`src/hw/rtl/usbmidi_pkg.sv`:
```
// ----------------------------------------------------------------------------
// usbmidi_pkg
// Shared types and constants of the USB MIDI descriptor scanner.
// ----------------------------------------------------------------------------
`default_nettype none

package usbmidi_pkg;

  // Descriptor and field codes
  localparam logic [7:0] DescInterface    = 8'd4;
  localparam logic [7:0] DescEndpoint     = 8'd5;
  localparam logic [7:0] ClassAudio       = 8'd1;
  localparam logic [7:0] SubclassMidi     = 8'd3;
  localparam logic [1:0] XferBulk         = 2'd2;
  localparam logic [7:0] IfaceMinLength   = 8'd9;
  localparam logic [7:0] EpMinLength      = 8'd7;
  localparam logic [7:0] HeaderLength     = 8'd2;

  localparam int unsigned QueueDepth = 2;

  typedef enum logic [1:0] {
    STATUS_FOUND     = 2'd0,
    STATUS_NOT_FOUND = 2'd1,
    STATUS_MALFORMED = 2'd2
  } status_e;

  // Position of a byte within its sub-descriptor
  typedef enum logic [2:0] {
    POS_LENGTH   = 3'd0,
    POS_TYPE     = 3'd1,
    POS_NUMBER   = 3'd2,
    POS_ATTR     = 3'd3,
    POS_LOW      = 3'd4,
    POS_HIGH     = 3'd5,
    POS_SUBCLASS = 3'd6,
    POS_REST     = 3'd7
  } pos_e;

  // Classified byte, front to back
  typedef struct packed {
    logic [7:0] data;
    pos_e       pos;
    logic [7:0] desc_len;
    logic [7:0] desc_type;
    logic       commit;   // last byte of its sub-descriptor
    logic       bad_len;  // type byte of a descriptor with length below 2
    logic       cutoff;   // stream ends inside a sub-descriptor
    logic       last;
  } op_t;

endpackage

`default_nettype wire

```
`src/hw/rtl/usbmidi_front.sv`:
```
// ----------------------------------------------------------------------------
// usbmidi_front
// Tracks the position in the sub-descriptor chain and classifies each byte.
// ----------------------------------------------------------------------------
`default_nettype none

module usbmidi_front (
  input  wire logic             clk_i,
  input  wire logic             rst_ni,
  input  wire logic             take_i,
  input  wire logic [7:0]       data_byte_i,
  input  wire logic             last_byte_i,
  output usbmidi_pkg::op_t      op_o
);

  logic [7:0] idx_q, idx_d;
  logic [7:0] len_q, len_d;
  logic [7:0] type_q, type_d;
  logic [8:0] idx_inc;
  logic       is_len, is_type, bad_len, commit;

  assign is_len  = (idx_q == 8'd0);
  assign is_type = (idx_q == 8'd1);
  assign idx_inc = {1'b0, idx_q} + 9'd1;
  assign bad_len = is_type && (len_q < usbmidi_pkg::HeaderLength);
  assign commit  = !is_len && !bad_len && (idx_inc >= {1'b0, len_q});

  always_comb begin
    len_d  = is_len  ? data_byte_i : len_q;
    type_d = is_type ? data_byte_i : type_q;
    if (is_len || bad_len) begin
      idx_d = 8'd1;
    end else if (commit) begin
      idx_d = 8'd0;
    end else begin
      idx_d = idx_inc[7:0];
    end
  end

  always_comb begin
    op_o.data      = data_byte_i;
    op_o.pos       = (idx_q > 8'd6) ? usbmidi_pkg::POS_REST
                                    : usbmidi_pkg::pos_e'(idx_q[2:0]);
    op_o.desc_len  = len_d;
    op_o.desc_type = type_d;
    op_o.commit    = commit;
    op_o.bad_len   = bad_len;
    op_o.cutoff    = last_byte_i && (idx_d >= 8'd2);
    op_o.last      = last_byte_i;
  end

  // Position restarts after the last byte of a stream
  always_ff @(posedge clk_i or negedge rst_ni) begin
    if (!rst_ni) begin
      idx_q  <= '0;
      len_q  <= '0;
      type_q <= '0;
    end else if (take_i) begin
      if (last_byte_i) begin
        idx_q  <= '0;
        len_q  <= '0;
        type_q <= '0;
      end else begin
        idx_q  <= idx_d;
        len_q  <= len_d;
        type_q <= type_d;
      end
    end
  end

endmodule

`default_nettype wire

```
`src/hw/rtl/usbmidi_queue.sv`:
```
// ----------------------------------------------------------------------------
// usbmidi_queue
// Short queue of classified bytes between the front and the back.
// ----------------------------------------------------------------------------
`default_nettype none

module usbmidi_queue (
  input  wire logic             clk_i,
  input  wire logic             rst_ni,
  input  wire logic             push_i,
  input  wire usbmidi_pkg::op_t push_op_i,
  output logic                  full_o,
  input  wire logic             pop_i,
  output logic                  empty_o,
  output usbmidi_pkg::op_t      head_o
);

  localparam int unsigned PtrW = $clog2(usbmidi_pkg::QueueDepth);
  localparam int unsigned CntW = $clog2(usbmidi_pkg::QueueDepth + 1);

  usbmidi_pkg::op_t mem_q [usbmidi_pkg::QueueDepth];
  logic [PtrW-1:0]  wr_ptr_q, rd_ptr_q;
  logic [CntW-1:0]  count_q;

  assign full_o  = (count_q == CntW'(usbmidi_pkg::QueueDepth));
  assign empty_o = (count_q == '0);
  assign head_o  = mem_q[rd_ptr_q];

  always_ff @(posedge clk_i) begin
    if (push_i) begin
      mem_q[wr_ptr_q] <= push_op_i;
    end
  end

  always_ff @(posedge clk_i or negedge rst_ni) begin
    if (!rst_ni) begin
      wr_ptr_q <= '0;
      rd_ptr_q <= '0;
      count_q  <= '0;
    end else begin
      if (push_i) begin
        wr_ptr_q <= (wr_ptr_q == PtrW'(usbmidi_pkg::QueueDepth - 1)) ? '0 : wr_ptr_q + 1'b1;
      end
      if (pop_i) begin
        rd_ptr_q <= (rd_ptr_q == PtrW'(usbmidi_pkg::QueueDepth - 1)) ? '0 : rd_ptr_q + 1'b1;
      end
      if (push_i && !pop_i) begin
        count_q <= count_q + 1'b1;
      end else if (pop_i && !push_i) begin
        count_q <= count_q - 1'b1;
      end
    end
  end

  a_no_overflow: assert property (@(posedge clk_i) disable iff (!rst_ni)
    full_o |-> !push_i || pop_i)
    else $error("queue written while full");

  a_no_underflow: assert property (@(posedge clk_i) disable iff (!rst_ni)
    pop_i |-> !empty_o)
    else $error("queue read while empty");

  a_count_range: assert property (@(posedge clk_i) disable iff (!rst_ni)
    count_q <= CntW'(usbmidi_pkg::QueueDepth))
    else $error("queue count out of range");

endmodule

`default_nettype wire

```
`src/hw/rtl/usbmidi_back.sv`:
```
// ----------------------------------------------------------------------------
// usbmidi_back
// Holds pending descriptor fields, commits sub-descriptors and builds the
// result into an output register.
// ----------------------------------------------------------------------------
`default_nettype none

module usbmidi_back (
  input  wire logic             clk_i,
  input  wire logic             rst_ni,
  input  wire logic             empty_i,
  input  wire usbmidi_pkg::op_t head_i,
  output logic                  pop_o,
  output logic                  out_valid_o,
  input  wire logic             out_stall_i,
  output logic [1:0]            status_o,
  output logic [7:0]            interface_number_o,
  output logic [7:0]            alternate_setting_o,
  output logic [7:0]            in_endpoint_o,
  output logic [10:0]           in_max_packet_o,
  output logic [7:0]            out_endpoint_o,
  output logic [10:0]           out_max_packet_o
);

  // Scan state
  logic        mia_q, mia_d;
  logic        found_q, found_d;
  logic        frozen_q, frozen_d;
  logic        malformed_q, malformed_d;
  logic [7:0]  iface_q, iface_d;
  logic [7:0]  alt_q, alt_d;
  logic [7:0]  in_ep_q, in_ep_d;
  logic [10:0] in_max_q, in_max_d;
  logic [7:0]  out_ep_q, out_ep_d;
  logic [10:0] out_max_q, out_max_d;
  logic [7:0]  p_num_q, p_num_d;
  logic [7:0]  p_attr_q, p_attr_d;
  logic [7:0]  p_low_q, p_low_d;
  logic        p_match_q, p_match_d;
  logic [10:0] p_max_q, p_max_d;

  // Result register
  logic        out_valid_q;
  logic [1:0]  status_q;
  logic [7:0]  r_iface_q, r_alt_q, r_in_ep_q, r_out_ep_q;
  logic [10:0] r_in_max_q, r_out_max_q;

  logic        out_free, active, is_iface, is_bulk_ep;
  usbmidi_pkg::status_e status_d;

  assign out_free = !out_valid_q || !out_stall_i;
  assign pop_o    = !empty_i && (!head_i.last || out_free);
  assign active   = !frozen_q && !malformed_q;

  // Field capture
  always_comb begin
    p_num_d   = p_num_q;
    p_attr_d  = p_attr_q;
    p_low_d   = p_low_q;
    p_match_d = p_match_q;
    p_max_d   = p_max_q;
    unique case (head_i.pos)
      usbmidi_pkg::POS_LENGTH: p_match_d = 1'b0;
      usbmidi_pkg::POS_NUMBER: p_num_d   = head_i.data;
      usbmidi_pkg::POS_ATTR:   p_attr_d  = head_i.data;
      usbmidi_pkg::POS_LOW:    p_low_d   = head_i.data;
      usbmidi_pkg::POS_HIGH: begin
        if (head_i.desc_type == usbmidi_pkg::DescEndpoint) begin
          p_max_d = {head_i.data[2:0], p_low_q};
        end
        p_low_d = head_i.data;
      end
      usbmidi_pkg::POS_SUBCLASS: begin
        p_match_d = (p_low_q == usbmidi_pkg::ClassAudio) &&
                    (head_i.data == usbmidi_pkg::SubclassMidi);
      end
      usbmidi_pkg::POS_TYPE, usbmidi_pkg::POS_REST: ;
      default: ;
    endcase
  end

  assign is_iface   = (head_i.desc_type == usbmidi_pkg::DescInterface) &&
                      (head_i.desc_len >= usbmidi_pkg::IfaceMinLength);
  assign is_bulk_ep = mia_q && (head_i.desc_type == usbmidi_pkg::DescEndpoint) &&
                      (head_i.desc_len >= usbmidi_pkg::EpMinLength) &&
                      (p_attr_d[1:0] == usbmidi_pkg::XferBulk);

  // Commit of a complete sub-descriptor
  always_comb begin
    mia_d     = mia_q;
    found_d   = found_q;
    frozen_d  = frozen_q;
    iface_d   = iface_q;
    alt_d     = alt_q;
    in_ep_d   = in_ep_q;
    in_max_d  = in_max_q;
    out_ep_d  = out_ep_q;
    out_max_d = out_max_q;
    if (active && head_i.commit) begin
      if (is_iface) begin
        if (found_q && (in_ep_q != 8'd0)) begin
          frozen_d = 1'b1;
        end else begin
          mia_d = p_match_d;
          if (p_match_d) begin
            found_d   = 1'b1;
            iface_d   = p_num_d;
            alt_d     = p_attr_d;
            in_ep_d   = '0;
            in_max_d  = '0;
            out_ep_d  = '0;
            out_max_d = '0;
          end
        end
      end else if (is_bulk_ep) begin
        if (p_num_d[7]) begin
          in_ep_d  = p_num_d;
          in_max_d = p_max_d;
        end else begin
          out_ep_d  = p_num_d;
          out_max_d = p_max_d;
        end
      end
    end
    malformed_d = malformed_q || (active && (head_i.bad_len || head_i.cutoff));
  end

  always_comb begin
    if (malformed_d) begin
      status_d = usbmidi_pkg::STATUS_MALFORMED;
    end else if (frozen_d || (found_d && (in_ep_d != 8'd0) && (in_max_d != 11'd0))) begin
      status_d = usbmidi_pkg::STATUS_FOUND;
    end else begin
      status_d = usbmidi_pkg::STATUS_NOT_FOUND;
    end
  end

  always_ff @(posedge clk_i or negedge rst_ni) begin
    if (!rst_ni) begin
      mia_q       <= 1'b0;
      found_q     <= 1'b0;
      frozen_q    <= 1'b0;
      malformed_q <= 1'b0;
      iface_q     <= '0;
      alt_q       <= '0;
      in_ep_q     <= '0;
      in_max_q    <= '0;
      out_ep_q    <= '0;
      out_max_q   <= '0;
      p_num_q     <= '0;
      p_attr_q    <= '0;
      p_low_q     <= '0;
      p_match_q   <= 1'b0;
      p_max_q     <= '0;
    end else if (pop_o) begin
      if (head_i.last) begin
        mia_q       <= 1'b0;
        found_q     <= 1'b0;
        frozen_q    <= 1'b0;
        malformed_q <= 1'b0;
        iface_q     <= '0;
        alt_q       <= '0;
        in_ep_q     <= '0;
        in_max_q    <= '0;
        out_ep_q    <= '0;
        out_max_q   <= '0;
        p_num_q     <= '0;
        p_attr_q    <= '0;
        p_low_q     <= '0;
        p_match_q   <= 1'b0;
        p_max_q     <= '0;
      end else begin
        mia_q       <= mia_d;
        found_q     <= found_d;
        frozen_q    <= frozen_d;
        malformed_q <= malformed_d;
        iface_q     <= iface_d;
        alt_q       <= alt_d;
        in_ep_q     <= in_ep_d;
        in_max_q    <= in_max_d;
        out_ep_q    <= out_ep_d;
        out_max_q   <= out_max_d;
        // pending fields only move while the scan is live
        if (active && !head_i.bad_len) begin
          p_num_q   <= p_num_d;
          p_attr_q  <= p_attr_d;
          p_low_q   <= p_low_d;
          p_match_q <= p_match_d;
          p_max_q   <= p_max_d;
        end
      end
    end
  end

  always_ff @(posedge clk_i or negedge rst_ni) begin
    if (!rst_ni) begin
      out_valid_q <= 1'b0;
    end else if (pop_o && head_i.last) begin
      out_valid_q <= 1'b1;
    end else if (!out_stall_i) begin
      out_valid_q <= 1'b0;
    end
  end

  // Malformed result carries zero fields
  always_ff @(posedge clk_i) begin
    if (pop_o && head_i.last) begin
      status_q    <= status_d;
      r_iface_q   <= malformed_d ? '0 : iface_d;
      r_alt_q     <= malformed_d ? '0 : alt_d;
      r_in_ep_q   <= malformed_d ? '0 : in_ep_d;
      r_in_max_q  <= malformed_d ? '0 : in_max_d;
      r_out_ep_q  <= malformed_d ? '0 : out_ep_d;
      r_out_max_q <= malformed_d ? '0 : out_max_d;
    end
  end

  assign out_valid_o         = out_valid_q;
  assign status_o            = status_q;
  assign interface_number_o  = r_iface_q;
  assign alternate_setting_o = r_alt_q;
  assign in_endpoint_o       = r_in_ep_q;
  assign in_max_packet_o     = r_in_max_q;
  assign out_endpoint_o      = r_out_ep_q;
  assign out_max_packet_o    = r_out_max_q;

  a_settled_exclusive: assert property (@(posedge clk_i) disable iff (!rst_ni)
    !(frozen_q && malformed_q))
    else $error("scan both frozen and malformed");

  a_restart_after_last: assert property (@(posedge clk_i) disable iff (!rst_ni)
    (pop_o && head_i.last) |=> !found_q && !frozen_q && !malformed_q && out_valid_q)
    else $error("scan state not cleared after last item");

  a_malformed_zero: assert property (@(posedge clk_i) disable iff (!rst_ni)
    (out_valid_q && (status_q == usbmidi_pkg::STATUS_MALFORMED)) |->
      (r_iface_q == '0) && (r_in_ep_q == '0) && (r_out_ep_q == '0))
    else $error("malformed result with nonzero fields");

  a_no_overwrite: assert property (@(posedge clk_i) disable iff (!rst_ni)
    (out_valid_q && out_stall_i) |-> !(pop_o && head_i.last))
    else $error("result overwritten while stalled");

endmodule

`default_nettype wire

```
`src/hw/rtl/usb_midi_descriptor_scan.sv`:
```
// ----------------------------------------------------------------------------
// usb_midi_descriptor_scan
// Scans a USB configuration descriptor for a MIDI streaming interface.
// ----------------------------------------------------------------------------
// Input channel: one descriptor byte per item, last_byte_i marks the end of
// the stream. Output channel: one result item per stream, given for the
// last byte, with status and the interface and bulk endpoint details.
// The front stage classifies each byte by its position in the current
// sub-descriptor and writes it to a two-entry queue; the back stage commits
// complete sub-descriptors and loads the result register.
// Throughput: one byte per cycle while in_stall_o is low.
// A last byte passes through the queue to the back, which loads the result
// register when it pops that byte; the result is presented from there.
// A stalled result holds in the output register; bytes keep flowing until
// the queue fills behind a further last byte, then in_stall_o rises.
// Reset clears the scan state and the queue; after each last byte the scan
// restarts for a new stream.
// ----------------------------------------------------------------------------
`default_nettype none

module usb_midi_descriptor_scan (
  input  wire logic        clk_i,
  input  wire logic        rst_ni,
  input  wire logic        in_valid_i,
  output logic             in_stall_o,
  input  wire logic [7:0]  data_byte_i,
  input  wire logic        last_byte_i,
  output logic             out_valid_o,
  input  wire logic        out_stall_i,
  output logic [1:0]       status_o,
  output logic [7:0]       interface_number_o,
  output logic [7:0]       alternate_setting_o,
  output logic [7:0]       in_endpoint_o,
  output logic [10:0]      in_max_packet_o,
  output logic [7:0]       out_endpoint_o,
  output logic [10:0]      out_max_packet_o
);

  usbmidi_pkg::op_t front_op, head_op;
  logic             take, q_full, q_empty, q_pop;

  assign in_stall_o = q_full;
  assign take       = in_valid_i && !q_full;

  usbmidi_front u_front (
    .clk_i       (clk_i),
    .rst_ni      (rst_ni),
    .take_i      (take),
    .data_byte_i (data_byte_i),
    .last_byte_i (last_byte_i),
    .op_o        (front_op)
  );

  usbmidi_queue u_queue (
    .clk_i     (clk_i),
    .rst_ni    (rst_ni),
    .push_i    (take),
    .push_op_i (front_op),
    .full_o    (q_full),
    .pop_i     (q_pop),
    .empty_o   (q_empty),
    .head_o    (head_op)
  );

  usbmidi_back u_back (
    .clk_i               (clk_i),
    .rst_ni              (rst_ni),
    .empty_i             (q_empty),
    .head_i              (head_op),
    .pop_o               (q_pop),
    .out_valid_o         (out_valid_o),
    .out_stall_i         (out_stall_i),
    .status_o            (status_o),
    .interface_number_o  (interface_number_o),
    .alternate_setting_o (alternate_setting_o),
    .in_endpoint_o       (in_endpoint_o),
    .in_max_packet_o     (in_max_packet_o),
    .out_endpoint_o      (out_endpoint_o),
    .out_max_packet_o    (out_max_packet_o)
  );

endmodule

`default_nettype wire
```
`config.mk`:
```
export PLATFORM = sky130hd
export DESIGN_NAME = usb_midi_descriptor_scan
export DESIGN_NICKNAME = d
export VERILOG_FILES = /design/src/hw/rtl/usbmidi_pkg.sv /design/src/hw/rtl/usbmidi_front.sv /design/src/hw/rtl/usbmidi_queue.sv /design/src/hw/rtl/usbmidi_back.sv /design/src/hw/rtl/usb_midi_descriptor_scan.sv
export SDC_FILE = /design/constraint.sdc
export NUM_CORES = 1
export LEC_CHECK = 0
export ABC_AREA = 0
export BUFFER_PORTS_ARGS = -buffer_cell sky130_fd_sc_hd__buf_2
export CORE_MARGIN = 2
export CORE_UTILIZATION = 40
export CTS_CLUSTER_DIAMETER = 80
export DETAILED_ROUTE_END_ITERATION = 10
export SYNTH_ARGS = -nofsm -noshare
export SYNTH_HDL_FRONTEND = slang
export SYNTH_SLANG_ARGS = --single-unit
export TNS_END_PERCENT = 50
```
`constraint.sdc`:
```
create_clock -name clk_i -period 4.1 [get_ports clk_i]
set_input_delay 0.82 -clock clk_i [delete_from_list [all_inputs] [get_ports clk_i]]
set_output_delay 0.82 -clock clk_i [all_outputs]
set_load 0.005 [all_outputs]
```
==> impl_metrics.toml <==
[timing]
maxSlewHeadroom_pct = 33.7
rsz0062_at_grt = "no"
worst_slew_pin_slew_ps = 995
max_freq_ghz = 0.282
skew_ps = 8.91
finalCriticalPeriod_ps = 3540
setup_viol = 0
tns_ps = 0
fin_crit_sh_pct = 86.3
hold_viol_final = 0
worst_slack_ps = 560
slew_viol_final = 0

[drt]
drc = 0
vias = 7772
postRouteAntennaNets = 0
via_per_inst = 5.78
wire_per_inst_um = 20.5
firstDrtPassIters = 5
drt_wl_total_um = 27600
drtIter0Drc = 597

[clock_network]
clk_pin_slew_worst_paths_ps = 60
clock-sinks = 241
ctsHoldBuffers = 0
numCtsBuffers = 26
cts_tree = "yes"
root_buffer = "clkbuf_16"
insertion_delay_ps = 530
cts_resized = 0
post_cts_buffers = 0
clockBufferDepth = 3
htreeDepth = 1

[power_and_ir_drop]
power_frac_clock_pct = 28.1
comb_power_share_pct = 30.5
power_frac_seq_pct = 41.4
ir_worst_vdd_mv = 0.398
p_switching_w = 0.00311
cellLeakagePower_nw = 5.15
swShare_pct = 35.2
p_per_area_mw_per_mm2 = 692
power.internal_w = 0.00572

[cells_and_area]
final_cell_mix = "dfrtp_1 (123), edfxtp_1 (118), nand2_1 (111), o21ai_0 (88), buf_2 (69)"
antenna_cells = 0
nFillCells = 2394
final_common_cell = "dfrtp_1"
drive_gt1_share_pct = 19.7
nets = 1010
areaGrowthSynthToFinish_pct = 16.1

[placement]
io_buffers = 70
dp_hpwl_um = 18000
dp_slack_ps = 601
gp_congestion = 0.872

[synth]
synth_top_family_by_area = "compound AO/OA/AOI/OAI gates"
synth-main-ff-cell = "dfrtp_1"
synthAdderAreaFrac_pct = 1.48
async_flop_share_pct = 51.0
synth.distinct_cells = 65
synth_compound_area_share_pct = 16.5
avgSynthCellArea_um2 = 12.1
synthSimpleGateAreaFrac_pct = 11.6
synth_warnings = 0
synthMuxAreaShare_pct = 6.67
syn-num-nets = 932
yosys.area_share.xor_xnor_pct = 0.956
syn_inst = 906
ys_seq_area_share_pct = 60.2
ys_seq_elements = 241
synth_edf_count = 118
syn_area_mm2 = 0.0110

[grt]
grt_overflow_total = 0
grt_pass1_vias = 7550
antenna_found_initial = 0
grt_pass1_wl_um = 43700
grt_usage_pct = 19.4
grt_max_degree = 72

[run_status]
status = "completed"

[critical_path]
cp-end-kind = "flop"
crit_path_max_fanout = 24
cp.arrival_ps = 3980
worstPathRequired_ps = 4540
crit_type = "reg2reg"
cp-start-kind = "flop"

[floorplan]
die_y_um = 170
ioPinCount = 71
row_count = 60
chipWidth_um = 170
dieArea_mm2 = 0.0288
core-area_mm2 = 0.0270
start_util_pct = 40.8

[run]
drv_cap = 0

[worst_hold_path]
hold_class = "in2async"
power groups by stage:
stage,registers (W),clock network [W],logic (W)
floorplan,0.00360,0,0.00169
global placement,0.00369,0,0.00267
detailed placement,0.00369,0,0.00269
CTS,0.00365,0.00253,0.00270
global route,0.00371,0.00264,0.00293
finish,0.00365,0.00248,0.00269
worst max-delay path, cell delays in order, from the launching register on:
cell	delay, ps
dfrtp_1	930
buf_4	320
nor4bb_1	330
and2_1	240
nor2_1	80
or4_1	800
nor3_4	200
buf_4	310
mux2i_1	240
flip-flops by register name, indices dropped and copies added (netlist names), 2 cells and up:
name and flops:
u_back.alt_q 8, u_back.alternate_setting_o 8, u_back.iface_q 8, u_back.in_endpoint_o 8, u_back.in_ep_q 8, u_back.in_max_packet_o 11
u_back.in_max_q 11, u_back.interface_number_o 8, u_back.out_endpoint_o 8, u_back.out_ep_q 8, u_back.out_max_packet_o 11, u_back.out_max_q 11
u_back.p_attr_q 8, u_back.p_low_q 8, u_back.p_max_q 11, u_back.p_num_q 8, u_back.status_o 2, u_front.idx_q 8
u_front.len_q 8, u_front.type_q 8, u_queue.count_q 2, u_queue.mem_q 62
routing by layer:
metal  GRT usage (%)  up-vias  wire length (um)
met5               0        -                 0
met4            6.17        0               756
met3            2.75       54              1330
met2            30.8      223             12800
met1            27.5     3870             12800
li1                -     3625                 -
synthesized netlist by cell type, drive strengths merged (5+ instances only):
cell type,count,area (um^2)
nor2b,13,81.3
nor2,31,116
a22o,50,438
ha,13,163
xnor2,6,52.6
o21ai,89,445
nor3,16,91.3
nand3,18,90.1
o21a,9,67.6
mux2i,35,350
a32o,18,180
dfrtp,123,3080
mux2,34,383
a32oi,36,315
buf,13,71.3
clkbuf,39,148
nand2,111,417
edfxtp,118,3540
nor4,18,119
inv,19,71.3
or4,10,75.1
nand2b,5,31.3
a21oi,5,25.0
and3,7,43.8
xor2,6,52.6
path summary, 6_finish.rpt:
kind                                                start                              to  slack (ps)  cells after the start
min in group clk_i         u_back.p_attr_q[2]$_DFFE_PN0P_  u_back.p_attr_q[2]$_DFFE_PN0P_         470                      2
hold / removal                                     rst_ni    u_front.idx_q[6]$_DFFE_PN0P_         460                      1
hold reg to reg            u_back.p_attr_q[2]$_DFFE_PN0P_  u_back.p_attr_q[2]$_DFFE_PN0P_         470                      2
setup / recovery             u_queue.rd_ptr_q$_DFFE_PN0P_     u_back.alt_q[3]$_DFFE_PN0P_         560                      8
max in group asynchronous                          rst_ni  u_back.p_attr_q[7]$_DFFE_PN0P_        2790                      2
setup reg to reg             u_queue.rd_ptr_q$_DFFE_PN0P_     u_back.alt_q[3]$_DFFE_PN0P_         560                      8
cell type report:
type / instances / area, um^2 / area share (%)
Clock inverter: 15 / 199 / 1.56
Sequential cell: 241 / 6620 / 51.9
Timing Repair Buffer: 102 / 606 / 4.74
Inverter: 19 / 71.3 / 0.559
Tap cell: 341 / 427 / 3.34
Clock buffer: 33 / 718 / 5.63
Multi-Input combinational cell: 594 / 4120 / 32.3
metrics by stage:
stage / instance area (um^2) / power (W) / util (%) / std cells / hold WS [ps]
final: 12800 / 0.00883 / 47.4 / 1345 / 458
after global routing: 12800 / 0.00928 / 47.4 / 1345 / 503
after CTS: 12800 / 0.00888 / 47.4 / 1345 / 479
after detailed placement: 11800 / 0.00638 / 44.0 / 1297 / 466
after global placement: 11800 / 0.00636 / 44.0 / 1297 / 457
after floorplan: 11000 / 0.00529 / - / 906 / 444
kinds of logic (layout without fill, tap and decap cells):
group / after synthesis / count (layout)
xor gates and xnor gates: 12 / 12
adders and majority gates: 13 / 13
and+or+nand+nor: 256 / 256
DFF: 241 / 241
AOI/OAI and AO/OA: 244 / 244
buffers and inverters: 71 / 169
muxes: 69 / 69
Note: power is estimated with default switching activity, not from simulation.
